--- src/hw/rtl/ars_pkg.sv ---
`timescale 1ns / 1ps

package ars_pkg;

   localparam int SineEntries = 65;
   localparam logic [6:0] SINE_QUADRANT = 7'd64;
   localparam logic [7:0] COS_OFFSET = 8'h40;
   localparam int FracShift = 14;

   // First quadrant of the Q14 sine, 0 to 90 degrees inclusive.
   localparam logic [14:0] QUARTER_SINE [SineEntries] = '{
      15'h0000, 15'h0192, 15'h0323, 15'h04B5, 15'h0645, 15'h07D5, 15'h0964, 15'h0AF1,
      15'h0C7C, 15'h0E05, 15'h0F8C, 15'h1111, 15'h1294, 15'h1413, 15'h158F, 15'h1708,
      15'h187D, 15'h19EF, 15'h1B5D, 15'h1CC6, 15'h1E2B, 15'h1F8B, 15'h20E7, 15'h223D,
      15'h238E, 15'h24DA, 15'h261F, 15'h275F, 15'h2899, 15'h29CD, 15'h2AFA, 15'h2C21,
      15'h2D41, 15'h2E5A, 15'h2F6B, 15'h3076, 15'h3179, 15'h3274, 15'h3367, 15'h3453,
      15'h3536, 15'h3612, 15'h36E5, 15'h37AF, 15'h3871, 15'h392A, 15'h39DA, 15'h3A82,
      15'h3B20, 15'h3BB6, 15'h3C42, 15'h3CC5, 15'h3D3E, 15'h3DAE, 15'h3E14, 15'h3E71,
      15'h3EC5, 15'h3F0E, 15'h3F4E, 15'h3F84, 15'h3FB1, 15'h3FD3, 15'h3FEC, 15'h3FFB,
      15'h4000
   };

   typedef struct packed {
      logic signed [31:0] center_x;
      logic signed [31:0] center_y;
      logic signed [15:0] disp_x;
      logic signed [15:0] disp_y;
      logic signed [15:0] scale_x;
      logic signed [15:0] scale_y;
      logic [15:0]        angle;
      logic               last;
   } req_type;

   typedef struct packed {
      logic signed [31:0] center_x;
      logic signed [31:0] center_y;
      logic signed [15:0] disp_x;
      logic signed [15:0] disp_y;
      logic signed [15:0] scale_x;
      logic signed [15:0] scale_y;
      logic signed [15:0] sin_q14;
      logic signed [15:0] cos_q14;
      logic               last;
   } trig_type;

   typedef struct packed {
      logic signed [31:0] center_x;
      logic signed [31:0] center_y;
      logic signed [15:0] disp_x;
      logic signed [15:0] disp_y;
      logic signed [15:0] pa;
      logic signed [15:0] ms;
      logic signed [15:0] pc;
      logic signed [15:0] pd;
      logic               last;
   } term_type;

   typedef struct packed {
      logic signed [31:0] center_x;
      logic signed [31:0] center_y;
      logic signed [31:0] prod_ax;
      logic signed [31:0] prod_sy;
      logic signed [31:0] prod_cx;
      logic signed [31:0] prod_dy;
      logic signed [15:0] pa;
      logic signed [15:0] ms;
      logic signed [15:0] pc;
      logic signed [15:0] pd;
      logic               last;
   } prod_type;

   typedef struct packed {
      logic signed [15:0] pa;
      logic signed [15:0] pb;
      logic signed [15:0] pc;
      logic signed [15:0] pd;
      logic signed [31:0] start_x;
      logic signed [31:0] start_y;
      logic               last;
   } rsp_type;

   // Q14 sine of a 256-step angle, folded from the quarter table.
   function automatic logic signed [15:0] ars_sine(input logic [7:0] idx);
      logic [6:0]         half;
      logic signed [15:0] mag;
      half = idx[6:0];
      if (half > SINE_QUADRANT) begin
         half = 7'(8'd128 - {1'b0, half});
      end
      mag = $signed({1'b0, QUARTER_SINE[half]});
      return idx[7] ? 16'(-mag) : mag;
   endfunction

endpackage

--- src/hw/rtl/ars_term_stage.sv ---
`timescale 1ns / 1ps

module ars_term_stage (
   input  logic             clock,
   input  logic             reset,
   input  logic             in_valid,
   output logic             in_ready,
   input  ars_pkg::trig_type  in_data,
   output logic             out_valid,
   input  logic             out_ready,
   output ars_pkg::term_type  out_data
);
   import ars_pkg::*;

   logic     valid_ff;
   term_type data_ff;
   logic signed [31:0] prod_a, prod_s, prod_c, prod_d;

   // Products stay within 30 bits, so floor shift plus 16-bit wrap is a slice.
   assign prod_a = 32'(in_data.scale_x) * 32'(in_data.cos_q14);
   assign prod_s = 32'(in_data.scale_x) * 32'(in_data.sin_q14);
   assign prod_c = 32'(in_data.scale_y) * 32'(in_data.sin_q14);
   assign prod_d = 32'(in_data.scale_y) * 32'(in_data.cos_q14);

   assign in_ready = !valid_ff || out_ready;

   always_ff @(posedge clock) begin
      if (reset) begin
         valid_ff <= 1'b0;
      end else if (in_ready) begin
         valid_ff <= in_valid;
      end
   end

   always_ff @(posedge clock) begin
      if (in_ready && in_valid) begin
         data_ff.center_x <= in_data.center_x;
         data_ff.center_y <= in_data.center_y;
         data_ff.disp_x   <= in_data.disp_x;
         data_ff.disp_y   <= in_data.disp_y;
         data_ff.pa       <= prod_a[FracShift +: 16];
         data_ff.ms       <= prod_s[FracShift +: 16];
         data_ff.pc       <= prod_c[FracShift +: 16];
         data_ff.pd       <= prod_d[FracShift +: 16];
         data_ff.last     <= in_data.last;
      end
   end

   assign out_valid = valid_ff;
   assign out_data  = data_ff;

endmodule

--- config.mk ---
export PLATFORM = sky130hd
export DESIGN_NAME = ars_term_stage
export DESIGN_NICKNAME = d
export VERILOG_FILES = /design/src/hw/rtl/ars_pkg.sv /design/src/hw/rtl/ars_term_stage.sv
export SDC_FILE = /design/constraint.sdc
export NUM_CORES = 2
export LEC_CHECK = 0
export BUFFER_PORTS_ARGS = -buffer_cell sky130_fd_sc_hd__buf_2
export CAP_MARGIN = 15
export CORE_MARGIN = 3
export CORE_UTILIZATION = 44
export DETAILED_ROUTE_END_ITERATION = 8
export GPL_ROUTABILITY_DRIVEN = 0
export PLACE_DENSITY = 0.68
export SLEW_MARGIN = 25
export SYNTH_ARGS = -nofsm -noshare
export SYNTH_HDL_FRONTEND = slang
export SYNTH_SLANG_ARGS = --single-unit
--- constraint.sdc ---
create_clock -name clock -period 10.7 [get_ports clock]
set_input_delay 2.14 -clock clock [delete_from_list [all_inputs] [get_ports clock]]
set_output_delay 2.14 -clock clock [all_outputs]
set_load 0.005 [all_outputs]
After elaboration in Yosys (flattened, before gate mapping):

Cells that the tools add are included.

* register bits after elaboration: 162
* bits of input ports: 165
* output and inout port bits: 163

* multipliers: 4
* reduce and logical (&&, ||, !) cells: 3

Operators with widths (count)
* 16-bit by 16-bit multiplier with 30-bit output: 4
* 1-bit logical AND: 1
* 1-bit zero test: 1
* 1-bit logical OR: 1

Depth between registers and ports, before layout:

* depth after elaboration: 3
* mapped depth: 26
* depth with buffers taken out: 24

Least setup slack after synthesis:

No wires, ideal clock.

* kind: input port to flip-flop
* start: in in_data[64] (netlist bit)
* end: reg data_ff, in the netlist out_data[64], data pin
* setup time: 264 ps
* arrival time: 7835 ps
* path slack: 2600 ps
* stages: 23
* cell sequence: clkbuf_1 clkbuf_1 nand2_1 inv_1 fa_1 inv_1 fa_1 inv_1 fa_1 fa_1 fa_1 inv_1 fa_1 inv_1 ha_1 a21oi_1 o21ai_0 or3_1 o22a_1 a221oi_2 o21ai_1 o41ai_2 xnor2_1

* word-level cells in the longest chain between the ends: 1

Ends and longest elaborated chain
* start, declared: line ars_term_stage.sv:8 `input ars_pkg::trig_type in_data,`
* 16-bit by 16-bit multiplier with 30-bit output: line ars_term_stage.sv:20 `assign prod_a = 32'(in_data.scale_x) * 32'(in_data.cos_q14);`
* via prod_a[29]: line ars_term_stage.sv:17 `logic signed [31:0] prod_a, prod_s, prod_c, prod_d;`
* end, declared: line ars_term_stage.sv:16 `term_type data_ff;`

The timed path passes the listed nets, and every way through them passes these cells.
A chain may end at the register's enable or synchronous reset.

Final worst setup path:

* start: in in_data[2] (netlist bit)
* end: reg data_ff, in the netlist out_data[64], data pin

The elaborated chain is that of the path after synthesis.

==> summary.txt <==
Final layout
  • # nets final: 5763
  • Final Cell Area: 44200 µm²
  • P&R area growth vs syn: 7.82%
  • Final cell count without fillers: 5568
  • Final core utilization: 48.0%
  • Share of cells above drive strength 1: 9.01%

Yosys
  • Syn Nets: 5594
  • Yosys cell types: 58
  • Post-synth EDFFs: 161
  • Synth async-reset ratio: 0%
  • Seq cells post-synth: 162
  • Sequential area share after synthesis: 11.9%
  • Post-Synthesis Cells: 4137
  • Synth Area per Inst: 9.90 µm²
  • Mapped cell area: 41000 µm²
  • Top_reg_cell synth: edfxtp_1
  • YS warnings: 0

Worst setup path
  • Crit path DAT: 8.57 ns
  • Reg2reg setup slack: 8.53 ns
  • CP required: 10.92 ns
  • Crit path cell chain: buf_2 -> nand2_1 -> inv_1 -> fa_1 -> inv_1 -> fa_1 -> inv_1 -> fa_1 -> fa_1 -> fa_1 -> inv_1 -> fa_1 -> inv_1 -> ha_1 -> a21oi_1 -> o21ai_0 -> or3_1 -> o22a_1 -> a221oi_2 -> o21ai_1 -> o41ai_2 -> xnor2_1
  • Crit path to: out_data[64]$_DFFE_PP_
  • Worst Setup End Kind: flop
  • CP top delay family: adder cells
  • Setup CP Type: in2reg
  • Buffers & Inverters on Critical Path: 6
  • Most frequent CP cell: fa_1
  • Worst reg2reg path depth: 3
  • CP Depth: 22
  • Startpoint Class: primary input
  • Slowest cell on crit path: buf_2
  • CP max FO: 32
  • Worst reg2reg path endpoint: out_data[64]$_DFFE_PP_
  • Launch point of the worst reg-to-reg path: out_valid$_SDFFE_PP0N_
  • Worst path max stage delay: 0.57 ns
  • Critical Path Source: in_data[2]

Placement
  • Detail Placement HPWL: 74400 µm
  • Placed insts: 5530
  • Port Buffers: 327
  • Post-Place Cell Area: 43500 µm²

Worst hold path
  • HP Class: reg2reg
  • WHS Path Cells: 2

STA
  • RSZ-0062 raised after global routing: false
  • Final Skew: 0.0159 ns
  • Final hold vios: 0
  • Final setup violation count: 0
  • Slew Viols, Final: 0
  • Peak Freq: 0.120 GHz
  • Fin crit share: 78.1%
  • Final min period: 8.35 ns
  • Worst-Margin Slew: 0.876 ns
  • Rel. slew slack: 41.6%
  • Setup TNS: 0 ns

Clocking
  • TritonCTS clock tree: built
  • Worst skew pair latency: 0.49 ns
  • Sink Count: 162
  • Clk slew on worst S/H paths: 0.07 ns
  • Postcts setup bufs: 0
  • CTS buffer count: 17
  • H-tree levels: 4
  • Clock Path Buffers: 2
  • Clock Tree Root: clkbuf_16
  • Post-CTS sizing: 0
  • Post-CTS Hold Fix Bufs: 0

GRT
  • Total global-route track usage: 21.2%
  • Largest net degree at the start of global routing: 62
  • First-pass GRT wire length: 162000 µm
  • Vias in the first global route: 30906
  • GR Overflow Total: 0
  • Initial antenna violation count: 8

Run
  • Max cap viols: 0

Floorplan
  • CORE AREA: 91900 µm²
  • Die Y-Extent: 311 µm
  • Die ar.: 96800 µm²
  • DIE WIDTH: 311 µm
  • Initial Util: 44.6%
  • Rows: 111
  • Ports: 328

Drt
  • Wirelength, routed: 96500 µm
  • Vias: 27596
  • Avg WL per Cell: 17.3 µm
  • DRT Pass-1 Iters: 5
  • DRC: 0
  • 1st-iter DRT viols: 1449
  • Vias per cell: 4.96
  • DRT antenna net count: 0

Outcome
  • Status: completed
stage by stage:
stage               setup slack (ns)  hold slack [ns]
CTS                             2.38            0.523
global route                    2.08            0.554
floorplan                       2.60            0.522
finish                          2.35            0.522
detailed placement              1.85            0.509
global placement                2.06            0.504
worst min path at each step:
stage	start	to
2_1_floorplan	out_valid$_SDFFE_PP0N_	out_valid$_SDFFE_PP0N_
3_3_place_gp	out_valid$_SDFFE_PP0N_	out_valid$_SDFFE_PP0N_
3_5_place_dp	out_valid$_SDFFE_PP0N_	out_valid$_SDFFE_PP0N_
4_1_cts	out_valid$_SDFFE_PP0N_	out_valid$_SDFFE_PP0N_
5_1_grt	out_valid$_SDFFE_PP0N_	out_valid$_SDFFE_PP0N_
6_report	out_valid$_SDFFE_PP0N_	out_valid$_SDFFE_PP0N_
flip-flops by register name (all words and copies together) (netlist names):
signal,cells
out_valid,1
out_data,161
cell type report:
class,instances,area [µm²]
clock buffers,17,425
multi-input cells,2674,31200
diodes,6,15.0
flip-flops and latches,162,4850
well taps,1243,1560
inverters,1111,4170
repair buffers,340,1730
fillers,8665,47800
clock inverters,15,185
cells by family after synthesis:
family / count (synthesis) / share of synthesized area [%]
xor gates and xnor gates: 119 / 2.54
AOI/OAI and AO/OA: 129 / 2.26
and+or+nand+nor: 1134 / 13.8
buffers and inverters: 1301 / 11.9
adders and majority gates: 1292 / 57.6
DFF: 162 / 11.9
cell usage in the layout (no fill, tap or decap), types with 6 or more instances in the layout:
master / netlist / layout
a21o_1: 15 / 15
buf_4: 0 / 13
diode_2: 0 / 6
nor2b_1: 13 / 13
ha_1: 304 / 304
xor2_1: 23 / 23
buf_2: 0 / 327
edfxtp_1: 161 / 161
o21ai_0: 19 / 19
xnor2_1: 96 / 96
and2_1: 485 / 484
nand2b_1: 26 / 26
fa_1: 988 / 988
o21a_1: 10 / 10
clkinv_8: 0 / 6
nand4_1: 15 / 15
a21oi_1: 34 / 34
nor3_1: 10 / 10
nand2_1: 481 / 481
clkbuf_16: 0 / 17
inv_1: 1109 / 1109
nor2_1: 83 / 83
nand3_1: 8 / 8
synthesized netlist by cell type, types with 5 or more instances:
| cell | instances | area share (%) |
|---|---|---|
| edfxtp_1 | 161 | 12 |
| xor2_1 | 23 | 0.49 |
| ha_1 | 304 | 9.3 |
| fa_1 | 988 | 48 |
| o21a_1 | 10 | 0.18 |
| a21o_1 | 15 | 0.27 |
| nor2_1 | 83 | 0.76 |
| nand4_1 | 15 | 0.23 |
| nor2b_1 | 13 | 0.20 |
| nand2_1 | 481 | 4.4 |
| nand3_1 | 8 | 0.098 |
| o21ai_0 | 19 | 0.23 |
| xnor2_1 | 96 | 2.1 |
| inv_1 | 1109 | 10 |
| a31oi_1 | 5 | 0.076 |
| a21oi_1 | 34 | 0.42 |
| nand2b_1 | 26 | 0.40 |
| nor3_1 | 10 | 0.12 |
| clkbuf_1 | 190 | 1.7 |
| a211oi_1 | 5 | 0.092 |
| and2_1 | 485 | 7.4 |
worst register-to-register path: cells and delay by family, from the launching register on:
family / cells / cell delay, ns
buffers and inverters: 1 / 0.76
flip-flops: 1 / 0.31
AND/OR/NAND/NOR: 2 / 0.65
metal layers:
layer	vias up	global-route usage, %	part of all wire, %
met1	14450	26.4	39
met5	-	0	0.057
li1	12215	-	-
met4	8	5.78	2.4
met3	140	3.36	5.7
met2	783	38.2	52
Power is not shown: default switching activity piles up to over one toggle a cycle in this logic, so the estimate is an artifact.
