File: config.mk
export PLATFORM = sky130hd
export DESIGN_NAME = ars_start_stage
export DESIGN_NICKNAME = d
export VERILOG_FILES = /design/src/hw/rtl/ars_pkg.sv /design/src/hw/rtl/ars_start_stage.sv
export SDC_FILE = /design/constraint.sdc
export NUM_CORES = 2
export LEC_CHECK = 0
export ABC_AREA = 1
export BUFFER_PORTS_ARGS = -buffer_cell sky130_fd_sc_hd__buf_2
export CAP_MARGIN = 25
export CORE_MARGIN = 2
export CORE_UTILIZATION = 50
export CTS_BUF_LIST = sky130_fd_sc_hd__clkbuf_16
export CTS_CLUSTER_DIAMETER = 50
export CTS_CLUSTER_SIZE = 25
export DETAILED_ROUTE_END_ITERATION = 8
export PLACE_DENSITY_LB_ADDON = 0.12
export SETUP_SLACK_MARGIN = 0.15
export SLEW_MARGIN = 10
export SYNTH_ARGS = -nofsm -noshare
export SYNTH_HDL_FRONTEND = slang
export SYNTH_SLANG_ARGS = --single-unit
export TNS_END_PERCENT = 20
File: constraint.sdc
create_clock -name clock -period 8 [get_ports clock]
set_input_delay 0.4 -clock clock [delete_from_list [all_inputs] [get_ports clock]]
set_output_delay 0.4 -clock clock [all_outputs]
set_load 0.005 [all_outputs]
File: src/hw/rtl/ars_pkg.sv
`timescale 1ns / 1ps

package ars_pkg;

   localparam int SineEntries = 65;
   localparam logic [6:0] SINE_QUADRANT = 7'd64;
   localparam logic [7:0] COS_OFFSET = 8'h40;
   localparam int FracShift = 14;

   // First quadrant of the Q14 sine, 0 to 90 degrees inclusive.
   localparam logic [14:0] QUARTER_SINE [SineEntries] = '{
      15'h0000, 15'h0192, 15'h0323, 15'h04B5, 15'h0645, 15'h07D5, 15'h0964, 15'h0AF1,
      15'h0C7C, 15'h0E05, 15'h0F8C, 15'h1111, 15'h1294, 15'h1413, 15'h158F, 15'h1708,
      15'h187D, 15'h19EF, 15'h1B5D, 15'h1CC6, 15'h1E2B, 15'h1F8B, 15'h20E7, 15'h223D,
      15'h238E, 15'h24DA, 15'h261F, 15'h275F, 15'h2899, 15'h29CD, 15'h2AFA, 15'h2C21,
      15'h2D41, 15'h2E5A, 15'h2F6B, 15'h3076, 15'h3179, 15'h3274, 15'h3367, 15'h3453,
      15'h3536, 15'h3612, 15'h36E5, 15'h37AF, 15'h3871, 15'h392A, 15'h39DA, 15'h3A82,
      15'h3B20, 15'h3BB6, 15'h3C42, 15'h3CC5, 15'h3D3E, 15'h3DAE, 15'h3E14, 15'h3E71,
      15'h3EC5, 15'h3F0E, 15'h3F4E, 15'h3F84, 15'h3FB1, 15'h3FD3, 15'h3FEC, 15'h3FFB,
      15'h4000
   };

   typedef struct packed {
      logic signed [31:0] center_x;
      logic signed [31:0] center_y;
      logic signed [15:0] disp_x;
      logic signed [15:0] disp_y;
      logic signed [15:0] scale_x;
      logic signed [15:0] scale_y;
      logic [15:0]        angle;
      logic               last;
   } req_type;

   typedef struct packed {
      logic signed [31:0] center_x;
      logic signed [31:0] center_y;
      logic signed [15:0] disp_x;
      logic signed [15:0] disp_y;
      logic signed [15:0] scale_x;
      logic signed [15:0] scale_y;
      logic signed [15:0] sin_q14;
      logic signed [15:0] cos_q14;
      logic               last;
   } trig_type;

   typedef struct packed {
      logic signed [31:0] center_x;
      logic signed [31:0] center_y;
      logic signed [15:0] disp_x;
      logic signed [15:0] disp_y;
      logic signed [15:0] pa;
      logic signed [15:0] ms;
      logic signed [15:0] pc;
      logic signed [15:0] pd;
      logic               last;
   } term_type;

   typedef struct packed {
      logic signed [31:0] center_x;
      logic signed [31:0] center_y;
      logic signed [31:0] prod_ax;
      logic signed [31:0] prod_sy;
      logic signed [31:0] prod_cx;
      logic signed [31:0] prod_dy;
      logic signed [15:0] pa;
      logic signed [15:0] ms;
      logic signed [15:0] pc;
      logic signed [15:0] pd;
      logic               last;
   } prod_type;

   typedef struct packed {
      logic signed [15:0] pa;
      logic signed [15:0] pb;
      logic signed [15:0] pc;
      logic signed [15:0] pd;
      logic signed [31:0] start_x;
      logic signed [31:0] start_y;
      logic               last;
   } rsp_type;

   // Q14 sine of a 256-step angle, folded from the quarter table.
   function automatic logic signed [15:0] ars_sine(input logic [7:0] idx);
      logic [6:0]         half;
      logic signed [15:0] mag;
      half = idx[6:0];
      if (half > SINE_QUADRANT) begin
         half = 7'(8'd128 - {1'b0, half});
      end
      mag = $signed({1'b0, QUARTER_SINE[half]});
      return idx[7] ? 16'(-mag) : mag;
   endfunction

endpackage

File: src/hw/rtl/ars_start_stage.sv
`timescale 1ns / 1ps

module ars_start_stage (
   input  logic             clock,
   input  logic             reset,
   input  logic             in_valid,
   output logic             in_ready,
   input  ars_pkg::term_type  in_data,
   output logic             out_valid,
   input  logic             out_ready,
   output ars_pkg::rsp_type   out_data
);
   import ars_pkg::*;

   logic     prod_valid_ff;
   prod_type prod_ff;
   logic     prod_ready;
   logic     rsp_valid_ff;
   rsp_type  rsp_ff;

   // Displacement products, wrapping in 32 bits.
   assign prod_ready = !rsp_valid_ff || out_ready;
   assign in_ready   = !prod_valid_ff || prod_ready;

   always_ff @(posedge clock) begin
      if (reset) begin
         prod_valid_ff <= 1'b0;
      end else if (in_ready) begin
         prod_valid_ff <= in_valid;
      end
   end

   always_ff @(posedge clock) begin
      if (in_ready && in_valid) begin
         prod_ff.center_x <= in_data.center_x;
         prod_ff.center_y <= in_data.center_y;
         prod_ff.prod_ax  <= 32'(in_data.pa) * 32'(in_data.disp_x);
         prod_ff.prod_sy  <= 32'(in_data.ms) * 32'(in_data.disp_y);
         prod_ff.prod_cx  <= 32'(in_data.pc) * 32'(in_data.disp_x);
         prod_ff.prod_dy  <= 32'(in_data.pd) * 32'(in_data.disp_y);
         prod_ff.pa       <= in_data.pa;
         prod_ff.ms       <= in_data.ms;
         prod_ff.pc       <= in_data.pc;
         prod_ff.pd       <= in_data.pd;
         prod_ff.last     <= in_data.last;
      end
   end

   // Final sums and the negated shear term.
   always_ff @(posedge clock) begin
      if (reset) begin
         rsp_valid_ff <= 1'b0;
      end else if (prod_ready) begin
         rsp_valid_ff <= prod_valid_ff;
      end
   end

   always_ff @(posedge clock) begin
      if (prod_ready && prod_valid_ff) begin
         rsp_ff.pa      <= prod_ff.pa;
         rsp_ff.pb      <= 16'(16'sd0 - prod_ff.ms);
         rsp_ff.pc      <= prod_ff.pc;
         rsp_ff.pd      <= prod_ff.pd;
         rsp_ff.start_x <= prod_ff.center_x - prod_ff.prod_ax + prod_ff.prod_sy;
         rsp_ff.start_y <= prod_ff.center_y - prod_ff.prod_cx - prod_ff.prod_dy;
         rsp_ff.last    <= prod_ff.last;
      end
   end

   assign out_valid = rsp_valid_ff;
   assign out_data  = rsp_ff;

endmodule

# Word-level counts from Yosys, hierarchy flattened
# Cells that the tools add are included.
[totals] word_cells=35 output_inout_bits=131 regBits=388
[classes] add_sub_neg=5 reduce_logical=6 mul=4
[op_table] cell="16-bit by 16-bit multiplier with 32-bit output" n=4
[op_table] cell="32-bit subtractor" n=3
[op_table] cell="32-bit adder" n=1
[op_table] cell="1-bit by 16-bit subtractor with 16-bit output, first input constant" n=1
[op_table] cell="1-bit logical AND" n=2
[op_table] cell="1-bit zero test" n=2
[op_table] cell="1-bit logical OR" n=2

# Longest topological paths before layout
[depth] depth_word=4 depth_mapped=28 mapped_depth_nobuf=26

# Least setup slack after synthesis
# OpenSTA, ideal clock, no wires.
[synth_timing] path_kind="input-to-reg" start="in out_ready" end="reg rsp_ff, in the netlist out_data[0] (enable)" n_path_buf=0 setup_time_ps=659 t_arrival_ps=6647 path_stages=2 setup_slack_ps=694 cell_sequence="inv_1 > a21oi_1"
[synth_via] elab_chain_len=2
[synth_lines] item="start: declaration" line_no="ars_start_stage.sv:10" source="input logic out_ready,"
[synth_lines] item="1-bit logical OR" line_no="ars_start_stage.sv:22" source="assign prod_ready = !rsp_valid_ff || out_ready;"
[synth_lines] item="1-bit logical AND" line_no="ars_start_stage.sv:59" source="if (prod_ready && prod_valid_ff) begin"
[synth_lines] item="end: declaration" line_no="ars_start_stage.sv:19" source="rsp_type rsp_ff;"
# No other way between the ends.
# A chain may end at the register's enable or synchronous reset.

# Worst setup path in the final report
[layout_timing] start="in in_data[67] in the netlist's numbering" end="reg prod_ff[157] in the netlist's numbering, data pin"
[layout_via] elab_chain_len=1
[layout_lines] item="start: declaration" line_no="ars_start_stage.sv:8" source="input ars_pkg::term_type in_data,"
[layout_lines] item="16-bit by 16-bit multiplier with 32-bit output" line_no="ars_start_stage.sv:38" source="prod_ff.prod_sy <= 32'(in_data.ms) * 32'(in_data.disp_y);"
[layout_lines] item="end: declaration" line_no="ars_start_stage.sv:16" source="prod_type prod_ff;"
# No other way between the ends.

==> impl_metrics.csv <==
group,metric,value,unit
status,run_status,"completed",
clock_tree,clock_path_buffers,3,
clock_tree,cts_root_buf,"clkbuf_16",
detailed_routing,first_pass_iters,8,
setup_path,worst_r2r_path_depth,10,
setup_path,path_cells,"buf_2, nand2_1, inv_1, fa_1, fa_1, fa_1, fa_1, fa_1, inv_1, fa_1, inv_1, ha_1, a21oi_1, o21ai_0, a21oi_1, nand3_1, nand2_1, nand2_1",
final_layout,areaGrowthSynthToFinish,9.50,%
global_route,grt_pass1_wl,273000,um
setup_path,start_kind,"input port",
final_layout,final_common_cell,"inv_1",
final_layout,final_net_count,9253,
clock_tree,cts.repair.resized,0,
floorplan,core.rowCount,128,
clock_tree,cts_tree,"done",
global_route,antenna_found_initial,7,
detailed_routing,viasPerCell,4.95,
floorplan,die_h,353,um
floorplan,coreArea,121000,sq um
clock_tree,htree_levels,2,
place,hpwl,141000,um
clock_tree,clock-sinks,388,
clock_tree,hold_buffers,67,
place,portBuffers,295,
setup_path,reg2reg_from,"prod_ff[114]",
hold_path,hold_depth,3,
synth,synth_nets,9007,
setup_path,setup.worst_path.start,"in_data[67]",
global_route,grt_max_degree,129,
final_layout,register_area,11600,sq um
clock_tree,clkSlewWorstSetupHoldPaths,0.07,ns
floorplan,die_w,353,um
setup_path,crit_path_end,"prod_ff[157]",
sta,finalSetupViolations,0,
sta,fmax,166,MHz
setup_path,cp.required,8.41,ns
floorplan,die-area,125000,sq um
setup_path,rrSetupSlack,5.08,ns
sta,maxSlewHeadroom,26.8,%
synth,ys_seq_area_share,19.1,%
sta,fin_tns_setup,0,ns
setup_path,cp_slowest_cell,"fa_1",
synth,syn_avg_cell_area,8.31,sq um
sta,finalCritPeriodShare,75.3,%
sta,finalClockSkew,0.0417,ns
synth,netlist_area,61000,sq um
sta,min_period,6.02,ns
synth,synth-seq-cells,388,
run,maxCapViolations,0,
setup_path,critical_path_peak_fanout,32,
detailed_routing,routed_wl,172000,um
clock_tree,numCtsBuffers,61,
detailed_routing,ant_nets,0,
detailed_routing,vias,45800,
final_layout,mostFrequentLayoutCells,"2226 x inv_1, 1971 x nand2_1, 1110 x fa_1",
setup_path,cpMostUsedCell,"fa_1",
global_route,grt_usage,28.3,%
setup_path,critPathKind,"in2reg",
place,gp_congestion,0.920,
setup_path,r2r-end,"out_data[23]",
synth,netlist_instances,7338,
floorplan,start_util,50.2,%
detailed_routing,drcViolationCount,0,
setup_path,end_kind,"flop",
global_route,grt-ovfl-total,0,
sta,slew_violations,0,
detailed_routing,first_iter_violations,3135,
floorplan,io_pins,296,
global_route,grt_pass1_vias,48400,
final_layout,multiInputGateArea,40200,sq um
setup_path,worstPathArrival,6.43,ns
final_layout,final_layout_size_suffix_gt1_share,6.06,%
setup_path,max_stage_delay,0.96,ns
detailed_routing,routedWlPerCell,18.5,um
clock_tree,clock_latency,0.69,ns
sta,worst_slew_pin_slew,1.09,ns
hold_path,hold_class,"in2reg",
sta,rsz0062_at_grt,"false",
clock_tree,cts_setup_buffers,0,
sta,hold_viol,0,
synth,synth.distinct_cells,34,
synth,yosysWarnings,0,
final_layout,fillCellCount,11500,
## cell families (layout without fill, tap and decap cells)
group	Yosys count	after routing	synth area share [%]
AO/OA/AOI/OAI	288	288	2.55
XOR/XNOR	129	129	1.85
adder cells (fa/ha/maj)	1504	1504	44.5
buffers and inverters	2431	2727	15.0
flip-flops	388	388	19.1
other	0	2	0
AND/OR/NAND/NOR	2598	2598	17.0
## metrics by stage
step / setup slack, ns / cell area (sq um) / std cells / hold WS [ns] / util, %
detailed placement: 1.36 / 63900 / 9079 / 0.405 / 52.7
global placement: 1.45 / 63900 / 9078 / 0.400 / 52.7
floorplan: 0.694 / 61000 / 7338 / 0.400 / -
finish: 1.98 / 66800 / 9261 / 0.122 / 55.0
global route: 1.61 / 66800 / 9259 / 0.103 / 55.0
CTS: 2.05 / 66800 / 9259 / 0.0722 / 55.0
## critical path, delay by kind of cell
kind	cells	cell delay, ns
AO/OA/AOI/OAI	3	0.75
buffers and inverters	4	0.86
adder cells (fa/ha/maj)	7	3.91
AND/OR/NAND/NOR	4	0.48
## worst min path at each step
| stage | to | slack, ns | from |
|---|---|---|---|
| 2_1_floorplan | out_data[0] | 0.40 | prod_ff[0] |
| 3_3_place_gp | out_data[85] | 0.40 | prod_ff[21] |
| 3_5_place_dp | out_data[128] | 0.40 | prod_ff[64] |
| 4_1_cts | prod_valid_ff | 0.07 | in_valid |
| 5_1_grt | prod_valid_ff | 0.10 | in_valid |
| 6_report | prod_valid_ff | 0.12 | in_valid |
## registers in the layout (all words and copies together) (netlist names)
signal	count
prod_valid_ff	1
out_data	129
out_valid	1
prod_ff	257
## routing by layer
metal	GRT usage [%]	up-vias	part of all wire (%)
met5	0	-	0.012
met4	6.60	4	2.4
met3	4.24	205	6.5
met2	46.5	1262	47
met1	39.7	22700	44
li1	-	21700	-
## cell usage after synthesis, drive strengths merged
library cell / instances / area, sq um
o21bai: 25 / 188
nand4: 61 / 382
nand3: 181 / 911
xnor2: 23 / 201
dfxtp: 2 / 40.0
nand3b: 13 / 97.6
nor4: 4 / 25.0
o21a: 3 / 22.5
edfxtp: 386 / 11600
or2: 20 / 125
clkbuf: 204 / 766
o21ai: 74 / 374
a31oi: 3 / 18.8
inv: 2227 / 8360
o211ai: 1 / 7.51
and2: 11 / 68.8
xor2: 106 / 928
and3: 3 / 18.8
a21boi: 2 / 15.0
nor2: 292 / 1120
ha: 394 / 4930
nand2: 1974 / 7420
a21oi: 169 / 846
fa: 1110 / 22200
a21o: 11 / 82.6
nor3: 39 / 200
## layout make-up
class,count,share of cell area [%]
multi-input combinational,4519,60.2
timing repair buffer,387,3.55
clock inverter,52,0.909
antenna,2,0.00750
tap,1625,3.05
inverter,2227,12.5
clock buffer,61,2.29
sequential,388,17.4
Power is left out: the tool's default activity adds up to more than one toggle a clock period on the data nets, which glitch-free logic cannot reach.
